==> src/rtl/kct_pkg.sv <==
`timescale 1ns / 1ps

package kct_pkg;

  localparam int DEFAULT_MAX_VEHICLES = 8;
  localparam int VEH_W = 3;
  localparam int CFG_W = 31;
  localparam int CFG_IDX_W = 1;

  localparam logic [CFG_IDX_W-1:0] REG_PROCESS_NOISE     = 1'd0;
  localparam logic [CFG_IDX_W-1:0] REG_MEASUREMENT_NOISE = 1'd1;

  localparam logic [CFG_W-1:0] PROCESS_NOISE_RESET     = 31'd66;
  localparam logic [CFG_W-1:0] MEASUREMENT_NOISE_RESET = 31'd6554;

  localparam logic signed [31:0] ONE_Q16 = 32'sd65536;
  localparam logic signed [31:0] S32_MAX = 32'sh7FFF_FFFF;
  localparam logic signed [31:0] S32_MIN = 32'sh8000_0000;

  // quotient is 48 bits, two bits retired per cycle
  localparam int DIV_BITS  = 48;
  localparam int DIV_STEPS = DIV_BITS / 2;
  localparam int DIV_CNT_W = $clog2(DIV_STEPS + 1);

  localparam int OP_W = 5;
  localparam logic [OP_W-1:0] OP_NONE      = 5'd0;
  localparam logic [OP_W-1:0] OP_LOAD      = 5'd1;
  localparam logic [OP_W-1:0] OP_M_DT2     = 5'd2;
  localparam logic [OP_W-1:0] OP_M_DTV     = 5'd3;
  localparam logic [OP_W-1:0] OP_M_DTP     = 5'd4;
  localparam logic [OP_W-1:0] OP_M_DT2P11  = 5'd5;
  localparam logic [OP_W-1:0] OP_M_DTP11   = 5'd6;
  localparam logic [OP_W-1:0] OP_H         = 5'd7;
  localparam logic [OP_W-1:0] OP_DIV0      = 5'd8;
  localparam logic [OP_W-1:0] OP_W0        = 5'd9;
  localparam logic [OP_W-1:0] OP_DIV1      = 5'd10;
  localparam logic [OP_W-1:0] OP_W1        = 5'd11;
  localparam logic [OP_W-1:0] OP_M_K0Z     = 5'd12;
  localparam logic [OP_W-1:0] OP_M_K1Z     = 5'd13;
  localparam logic [OP_W-1:0] OP_M_K0H00   = 5'd14;
  localparam logic [OP_W-1:0] OP_M_K0H01   = 5'd15;
  localparam logic [OP_W-1:0] OP_M_K1H00   = 5'd16;
  localparam logic [OP_W-1:0] OP_M_K1H01   = 5'd17;
  localparam logic [OP_W-1:0] OP_FIN_UPD   = 5'd18;
  localparam logic [OP_W-1:0] OP_FIN_PASS  = 5'd19;

  typedef struct packed {
    logic [VEH_W-1:0]   vehicle;
    logic               restart;
    logic               sample_valid;
    logic signed [31:0] distance;
    logic signed [31:0] lateral_velocity;
    logic [15:0]        time_step;
  } kct_in_t;

  typedef struct packed {
    logic [VEH_W-1:0]   vehicle_out;
    logic signed [31:0] distance_est;
    logic signed [31:0] velocity_est;
    logic               updated;
  } kct_out_t;

  typedef struct packed {
    logic signed [31:0] pd;
    logic signed [31:0] pv;
    logic signed [31:0] c00;
    logic signed [31:0] c01;
    logic signed [31:0] c10;
    logic signed [31:0] c11;
  } track_t;

  typedef struct packed {
    logic [OP_W-1:0] op;
  } kct_cmd_t;

  typedef struct packed {
    logic do_update;
    logic s_pos;
    logic div_done;
    logic out_free;
  } kct_status_t;

  function automatic logic signed [31:0] sat32(input logic signed [63:0] v);
    logic signed [31:0] r;
    if (v > 64'(S32_MAX)) r = S32_MAX;
    else if (v < 64'(S32_MIN)) r = S32_MIN;
    else r = 32'(v);
    return r;
  endfunction

endpackage

==> src/rtl/kct_ctrl.sv <==
`timescale 1ns / 1ps

module kct_ctrl import kct_pkg::*; (
  input  logic        clk,
  input  logic        rst,
  input  logic        req_valid,
  output logic        req_stall,
  output kct_cmd_t    cmd,
  input  kct_status_t status
);

  localparam logic [4:0] S_IDLE     = 5'd0;
  localparam logic [4:0] S_DT2      = 5'd1;
  localparam logic [4:0] S_DTV      = 5'd2;
  localparam logic [4:0] S_DTP      = 5'd3;
  localparam logic [4:0] S_DT2P11   = 5'd4;
  localparam logic [4:0] S_DTP11    = 5'd5;
  localparam logic [4:0] S_H        = 5'd6;
  localparam logic [4:0] S_DIV0     = 5'd7;
  localparam logic [4:0] S_W0       = 5'd8;
  localparam logic [4:0] S_DIV1     = 5'd9;
  localparam logic [4:0] S_W1       = 5'd10;
  localparam logic [4:0] S_K0Z      = 5'd11;
  localparam logic [4:0] S_K1Z      = 5'd12;
  localparam logic [4:0] S_K0H00    = 5'd13;
  localparam logic [4:0] S_K0H01    = 5'd14;
  localparam logic [4:0] S_K1H00    = 5'd15;
  localparam logic [4:0] S_K1H01    = 5'd16;
  localparam logic [4:0] S_FIN_UPD  = 5'd17;
  localparam logic [4:0] S_FIN_PASS = 5'd18;

  logic [4:0] state, state_next;

  assign req_stall = (state != S_IDLE);

  always_comb begin
    state_next = state;
    cmd.op     = OP_NONE;
    unique case (state)
      S_IDLE: if (req_valid) begin
        cmd.op     = OP_LOAD;
        state_next = S_DT2;
      end
      S_DT2: begin
        cmd.op     = OP_M_DT2;
        state_next = status.do_update ? S_DTV : S_FIN_PASS;
      end
      S_DTV:    begin cmd.op = OP_M_DTV;    state_next = S_DTP;    end
      S_DTP:    begin cmd.op = OP_M_DTP;    state_next = S_DT2P11; end
      S_DT2P11: begin cmd.op = OP_M_DT2P11; state_next = S_DTP11;  end
      S_DTP11:  begin cmd.op = OP_M_DTP11;  state_next = S_H;      end
      S_H:      begin cmd.op = OP_H;        state_next = S_DIV0;   end
      S_DIV0: begin
        if (status.s_pos) begin
          cmd.op     = OP_DIV0;
          state_next = S_W0;
        end else begin
          state_next = S_FIN_PASS;
        end
      end
      S_W0: begin
        cmd.op = OP_W0;
        if (status.div_done) state_next = S_DIV1;
      end
      S_DIV1: begin cmd.op = OP_DIV1; state_next = S_W1; end
      S_W1: begin
        cmd.op = OP_W1;
        if (status.div_done) state_next = S_K0Z;
      end
      S_K0Z:    begin cmd.op = OP_M_K0Z;   state_next = S_K1Z;     end
      S_K1Z:    begin cmd.op = OP_M_K1Z;   state_next = S_K0H00;   end
      S_K0H00:  begin cmd.op = OP_M_K0H00; state_next = S_K0H01;   end
      S_K0H01:  begin cmd.op = OP_M_K0H01; state_next = S_K1H00;   end
      S_K1H00:  begin cmd.op = OP_M_K1H00; state_next = S_K1H01;   end
      S_K1H01:  begin cmd.op = OP_M_K1H01; state_next = S_FIN_UPD; end
      S_FIN_UPD: if (status.out_free) begin
        cmd.op     = OP_FIN_UPD;
        state_next = S_IDLE;
      end
      S_FIN_PASS: if (status.out_free) begin
        cmd.op     = OP_FIN_PASS;
        state_next = S_IDLE;
      end
      default: state_next = S_IDLE;
    endcase
  end

  always_ff @(posedge clk) begin
    if (rst) state <= S_IDLE;
    else state <= state_next;
  end

endmodule

==> config.mk <==
export PLATFORM = sky130hd
export DESIGN_NAME = kct_ctrl
export DESIGN_NICKNAME = d
export VERILOG_FILES = /design/src/rtl/kct_pkg.sv /design/src/rtl/kct_ctrl.sv
export SDC_FILE = /design/constraint.sdc
export NUM_CORES = 1
export LEC_CHECK = 0
export BUFFER_PORTS_ARGS = -buffer_cell sky130_fd_sc_hd__buf_2
export CAP_MARGIN = 20
export CORE_AREA = 2 2 39 41
export CTS_CLUSTER_SIZE = 8
export DETAILED_ROUTE_END_ITERATION = 7
export DIE_AREA = 0 0 41 43
export PLACE_DENSITY = 0.6
export SETUP_SLACK_MARGIN = 0.02
export SLEW_MARGIN = 40
export SYNTH_ARGS = -nofsm -noshare
export SYNTH_HDL_FRONTEND = slang
export SYNTH_SLANG_ARGS = --single-unit
==> constraint.sdc <==
create_clock -name clk -period 4.1 [get_ports clk]
set_input_delay 1.23 -clock clk [delete_from_list [all_inputs] [get_ports clk]]
set_output_delay 1.23 -clock clk [all_outputs]
set_load 0.005 [all_outputs]
After elaboration in Yosys (flattened, before gate mapping)
Cells that the tools add are included.
{"block": "word_totals", "wordCells": 39, "latchBits": 0, "mem_bits_ro": 0, "inputBits": 7, "mem_count": 0, "ff_bits": 5, "ram_bits": 0, "out_inout_bits": 6}
{"block": "classes", "div": 0, "reduce_logical": 4, "mul": 0, "addsub": 0, "shifts": 0, "n_eq_ne": 22, "n_mux": 12, "n_bitwise": 0, "magnitude_cmp": 0}
{"op": "5-bit one-hot mux with 19 select lines", "n": 1}
{"op": "5-bit one-hot mux with 18 select lines", "n": 1}
{"op": "5-bit by 4-bit equality test with 1-bit output, second input constant", "n": 8}
{"op": "5-bit 2-to-1 mux", "n": 8}
{"op": "5-bit by 3-bit equality test with 1-bit output, second input constant", "n": 4}
{"op": "5-bit equality test, second input constant", "n": 3}
{"op": "5-bit by 2-bit equality test with 1-bit output, second input constant", "n": 2}
{"op": "2-bit != test, second input constant", "n": 3}
{"op": "5-bit by 1-bit equality test with 1-bit output, second input constant", "n": 1}
{"op": "5-bit logical NOT", "n": 1}
{"op": "5-bit nonzero test", "n": 1}
{"op": "4-bit 2-to-1 mux", "n": 1}
{"op": "4-bit AND reduction", "n": 1}
{"op": "2-bit by 1-bit != test with 1-bit output, second input constant", "n": 1}
{"op": "2-bit OR reduction", "n": 1}
{"op": "1-bit 2-to-1 mux", "n": 1}

Depth between registers and ports, before layout
Gate-level depths: netlist of run 1.
{"block": "depth", "word_depth": 4, "depth_mapped": 5, "depth_no_buf": 4}

Worst setup path after synthesis of run 1
No wires, ideal clock.
{"block": "synth_timing", "path_type": "input-to-output", "startpoint": "input port status[0] (netlist name)", "endpoint": "output port cmd[4] (netlist name)", "t_arrival_ps": 1814, "n_path_buf": 0, "slack_ps": 1056, "stages": 2, "required_time_ps": 2870, "path_cell_list": "maj3_1 a31o_2"}
{"element": "start, declared", "line": "kct_ctrl.sv:9", "rtl": "input kct_status_t status"}
{"element": "end, declared", "line": "kct_ctrl.sv:8", "rtl": "output kct_cmd_t cmd,"}

==> results of run 1 <==
==> synth_stat cells, drive strengths merged <==
library cell | count | share of area
nor2 | 6 | 0.055
a21oi | 5 | 0.061
dfxtp | 5 | 0.25
buf | 4 | 0.064
nand2 | 4 | 0.037
inv | 3 | 0.028
nor3 | 3 | 0.037
mux2i | 2 | 0.049
o21ai | 2 | 0.025
o31ai | 2 | 0.037
or4 | 2 | 0.046
or4b | 2 | 0.049
a31o | 1 | 0.021
a31oi | 1 | 0.015
clkbuf | 1 | 0.0092
maj3 | 1 | 0.025
nand3 | 1 | 0.012
nand4 | 1 | 0.015
nor2b | 1 | 0.015
nor3b | 1 | 0.018
nor4 | 1 | 0.015
o211ai | 1 | 0.018
o22a | 1 | 0.025
or2b | 1 | 0.018
or3 | 1 | 0.015
xnor2 | 1 | 0.021
xor2 | 1 | 0.021
==> cell usage in the layout (no fill, tap or decap), types with 2 or more instances in the layout <==
cell type and instances:
buf_2 12, nor2_1 6, a21oi_1 5, dfxtp_1 5, nand2_1 4, inv_1 3
nor3_1 3, clkbuf_4 3, mux2i_1 2, o21ai_0 2, or4b_1 2, o31ai_1 2
==> cell families (layout without fill, tap and decap cells) <==
logic type | count (synthesis) | after routing | share of synthesized area
buffers and inverters | 8 | 19 | 0.101
DFF | 5 | 5 | 0.245
muxes | 2 | 2 | 0.0491
and+or+nand+nor | 24 | 24 | 0.334
xor gates and xnor gates | 2 | 2 | 0.0430
adders and majority gates | 1 | 1 | 0.0245
AOI/OAI and AO/OA | 13 | 13 | 0.202
==> cell type report <==
cell class | instances | area, um^2
fill | 158 | 900
multi-input combinational | 42 | 267
sequential | 5 | 100
timing repair buffer | 12 | 60.1
clock buffer | 4 | 26.3
tap | 16 | 20.0
inverter | 3 | 11.3
==> path summary, 6_finish.rpt <==
check | endpoint | depth (start not counted)
hold reg to reg | state[1] | 2
hold / removal | state[1] | 2
setup reg to reg | state[1] | 4
setup / recovery | cmd[4] | 4
==> per-layer routing <==
layer  part of all wire  GRT usage  up-vias
met1               0.48      0.161      180
li1                   -          -      225
met3              0.044     0.0628        0
met2               0.47      0.184        9
met4                  0     0.0200        0
met5                  0          0        -
==> stage by stage <==
step,hold WS [ps],instance area (um^2),util,worst slack (ps)
2_1_floorplan,592,408,-,1060
3_3_place_gp,684,458,0.331,812
3_5_place_dp,678,458,0.331,807
4_1_cts,690,484,0.350,805
5_1_grt,728,484,0.350,784
6_report,682,484,0.350,809
==> worst max-delay path, stage by stage <==
cell    delay (ps)
buf_2          120
maj3_1         350
a31o_2         240
buf_2          120
==> where the power goes <==
group          internal [mW]  total (mW)  switching, mW
Clock                 0.0368      0.0568         0.0200
Sequential            0.0572      0.0799         0.0227
Combinational         0.0488      0.0885         0.0397
Total                  0.143       0.225         0.0825
==> results.toml, run 1 <==
[clock_tree]
cts.clk_slew.worst_paths_ps = 40
clock_sinks = 5
clk_latency_ps = 240
cts_tree = "yes"
post_cts_resized = 0
h-tree-depth = 1
cts_made_buffers = 3
root_buffer = "clkbuf_4"
cts_setup_buffers = 0
hold_buffers = 0
clock_path_buffers = 2

[global_route]
grt_remaining_overflow = 0
antenna_found_initial = 0
grt_pass1_vias = 390
grt_max_degree = 17
grt_pass1_wl_mm = 1.52
grt_util_all_layers = 0.125

[detailed_routing]
wl_um = 872
antenna_left = 0
wire_per_inst_um = 10.6
vias = 414
drt-initial-drc-count = 7
drc = 0
vias_per_cell = 5.05
firstDrtPassIters = 3

[finish]
top_register = "state"
largest_reg_flops = 5
drive_above_1_share = 0.273
area_growth_pct = 18.7
fin_cells = 82
largestRegisters = "state: 5 flops"
antenna_cells = 0
nNetsFinal = 74

[worst_setup_path]
r2r_slack_ps = 2420
worst_ep_required_time_ps = 2870
reg2reg_from = "state[4]"
worstSetupPathType = "primary input to primary output"
crit_start = "status[0]"
end_kind = "primary output"
crit_fanout = 5
crit_path_start_kind = "primary input"
crit_arrival_ps = 2060

[die]
rows = 14
io_pins = 13
die_w_um = 41
die_h_um = 43
core-area_um2 = 1380
die_area_um2 = 1760
start_util = 0.295

[yosys]
synthDistinctLibCells = 29
syn_area_um2 = 408
synth_fp_nets = 62
syn_area_per_cell_um2 = 7.42
synth_seq_cells = 5
synthCells = 55
synth_seq_area_share = 0.245
synth_warnings = 0

[sta]
min_period_over_period = 0.803
rsz0062_at_grt = "false"
finClkSkew_ps = 0.953
tightest_slew_ps = 474
final.setup.tns_ps = 0
finalCriticalPeriod_ps = 3290
drv_slew = 0
relSlewSlack = 0.683
setup_viol = 0
hold_viol_final = 0
max_freq_mhz = 304

[placement]
io_buffers = 12
dp_hpwl_um = 653
place_inst = 78
finalWeightedCongestion = 0.763

[run_status]
status = "completed"

[hold_path]
hp-class = "flip-flop to flip-flop"
hp-start = "state[1]"

[pwr]
peakVddDrop_mv = 0.150
finalPower_uw = 225
power_density_nw_per_um2 = 465
leakagePower_nw = 0.217

[job]
cap_violations = 0
Power figures use the tool's default switching activity.
==> run 2, diff against run 1 <==
--- a/config.mk
+++ b/config.mk
@@ -5,13 +5,14 @@
 export SDC_FILE = /design/constraint.sdc
 export NUM_CORES = 1
 export LEC_CHECK = 0
+export ABC_AREA = 1
 export BUFFER_PORTS_ARGS = -buffer_cell sky130_fd_sc_hd__buf_2
 export CAP_MARGIN = 20
 export CORE_AREA = 2 2 39 41
 export CTS_CLUSTER_SIZE = 8
 export DETAILED_ROUTE_END_ITERATION = 7
 export DIE_AREA = 0 0 41 43
-export PLACE_DENSITY = 0.6
+export PLACE_DENSITY = 0.65
 export SETUP_SLACK_MARGIN = 0.02
 export SLEW_MARGIN = 40
 export SYNTH_ARGS = -nofsm -noshare
==> constraint.sdc (replaced) <==
create_clock -name clk -period 2.65 [get_ports clk]
set_input_delay 0.795 -clock clk [delete_from_list [all_inputs] [get_ports clk]]
set_output_delay 0.795 -clock clk [all_outputs]
set_load 0.005 [all_outputs]
==> results.toml, run 2 <==
[clock_tree]
cts.clk_slew.worst_paths_ps = 40
clock_sinks = 5
cts_tree = "yes"
cts_made_buffers = 3
h-tree-depth = 1
cts_setup_buffers = 0
clk_latency_ps = 240
post_cts_resized = 0
hold_buffers = 0
root_buffer = "clkbuf_4"
clock_path_buffers = 2

[yosys]
syn_area_um2 = 450
synth_fp_nets = 88
synth_largest_area_cell = "dfxtp_1"
synthTopCellsByArea = "dfxtp_1, nand2_1, nor2_1"
synth_seq_cells = 5
synthCells = 81
synth_ff_type = "dfxtp_1"
synth_seq_area_share = 0.222
synth_edf_count = 0
synth_commonest_cells = "nand2_1, nor2_1, inv_1"
ys_async_sr_fraction = 0
yosysMostFrequentCell = "nand2_1"
syn_area_per_cell_um2 = 5.56
synth_warnings = 0
synth_top_area_share = 0.222
synthDistinctLibCells = 18

[die]
io_pins = 13
die_w_um = 41
die_h_um = 43
rows = 14
core-area_um2 = 1380
start_util = 0.325
die_area_um2 = 1760

[sta]
setup_viol = 0
tightest_slew_ps = 312
finClkSkew_ps = 2.03
rsz0062_at_grt = "false"
max_freq_mhz = 449
min_period_over_period = 0.840
drv_slew = 0
hold_viol_final = 0
final.setup.tns_ps = 0
finalCriticalPeriod_ps = 2220
relSlewSlack = 0.791

[global_route]
grt_max_degree = 8
grt_remaining_overflow = 0
grt_pass1_wl_mm = 1.85
grt_util_all_layers = 0.159
antenna_found_initial = 0
grt_pass1_vias = 431

[placement]
dp_hpwl_um = 899
io_buffers = 12
finalWeightedCongestion = 0.810

[finish]
fillers = 162
nNetsFinal = 105
final_core_util = 0.402
drive_above_1_share = 0.216
largest_reg_flops = 5
largestRegisters = "state: 5 flops"
area_growth_pct = 23.6
top_register = "state"
layout_common_cells = "nand2_1, buf_2, nor2_1"
antenna_cells = 0
final_common_cell = "nand2_1"

[worst_setup_path]
crit_top_cell = "nand2_1"
worstSetupPathType = "flip-flop to primary output"
crit_fanout = 5
crit_arrival_ps = 1430
worst_ep_required_time_ps = 1860
crit_path_start_kind = "flip-flop"
end_kind = "primary output"
cpMaxStageDelayCell = "dfxtp_1"
worstPathCellList = "inv_1 -> nand2_1 -> nand2_2 -> nand2_1 -> inv_1 -> a21oi_1 -> nand2_1 -> buf_2"
slowest_delay_ps = 400

[detailed_routing]
drc = 0
wl_mm = 1.09
drt-initial-drc-count = 13
antenna_left = 0
vias = 551
firstDrtPassIters = 4
vias_per_cell = 4.88
wire_per_inst_um = 9.61

[hold_path]
hp-class = "flip-flop to flip-flop"

[pwr]
switching_share = 0.476
p_comb_frac = 0.597
p_sw_uw = 249
power.internal_uw = 275
p_clk_frac = 0.161
seqPwrFrac = 0.242
peakVddDrop_mv = 0.359
leakagePower_nw = 0.308
power_density_nw_per_um2 = 942

[run_status]
status = "completed"

[job]
cap_violations = 0
[run 2: cell types whose count changed in the layout (fill, tap and decap cells not counted), moves of 5 or more]
cell / delta
nor2_1: +5
nand3_1: +7
nand2_1: +21
inv_1: +7
[run 2: final timing paths]
check | cells past startpoint | slack [ps] | startpoint | to
max | 8 | 430 | state[1] | cmd[2]
min | 2 | 530 | state[1] | state[1]
max reg2reg | 4 | 1420 | state[1] | state[4]
min reg2reg | 2 | 530 | state[1] | state[1]
[run 2: cells by family after synthesis]
family	synth area share
DFF	0.222
buffers and inverters	0.100
and+or+nand+nor	0.564
AOI/OAI and AO/OA	0.114
[run 2: critical path, delay by kind of cell (launching register included)]
| family | cells | cell delay [ps] |
|---|---|---|
| compound gates | 1 | 160 |
| flops | 1 | 400 |
| buf+inv | 3 | 270 |
| simple gates | 4 | 370 |
[run 2: power groups by stage]
| stage | sequential [mW] | combinational [mW] | clock [mW] |
|---|---|---|---|
| after floorplan | 0.120 | 0.226 | 0 |
| after global placement | 0.128 | 0.312 | 0 |
| after detailed placement | 0.128 | 0.312 | 0 |
| after CTS | 0.126 | 0.313 | 0.0901 |
| after global routing | 0.131 | 0.361 | 0.100 |
| final | 0.127 | 0.313 | 0.0846 |
[run 2: final cells by class]
cell class / instances / area (um^2) / share of cell area
Multi-Input combinational cell: 64 / 305 / 0.548
Inverter: 12 / 45.0 / 0.0809
Sequential cell: 5 / 100 / 0.180
Timing Repair Buffer: 12 / 60.1 / 0.108
Clock buffer: 4 / 26.3 / 0.0472
Tap cell: 16 / 20.0 / 0.0360
[run 2: stage by stage]
stage	hold WS, ps	cell area [um^2]	setup slack [ps]	power, mW	cells
after floorplan	477	450	682	0.346	81
after global placement	516	531	440	0.440	109
after detailed placement	519	531	436	0.439	109
after CTS	525	557	407	0.529	113
after global routing	548	557	203	0.592	113
final	530	557	425	0.524	113
[run 2: per-layer routing]
| metal | track usage | up-vias | share of wire |
|---|---|---|---|
| met5 | 0 | - | 0 |
| met1 | 0.225 | 237 | 0.48 |
| li1 | - | 297 | - |
| met3 | 0.0314 | 2 | 0.050 |
| met2 | 0.200 | 15 | 0.46 |
| met4 | 0.120 | 0 | 0.011 |
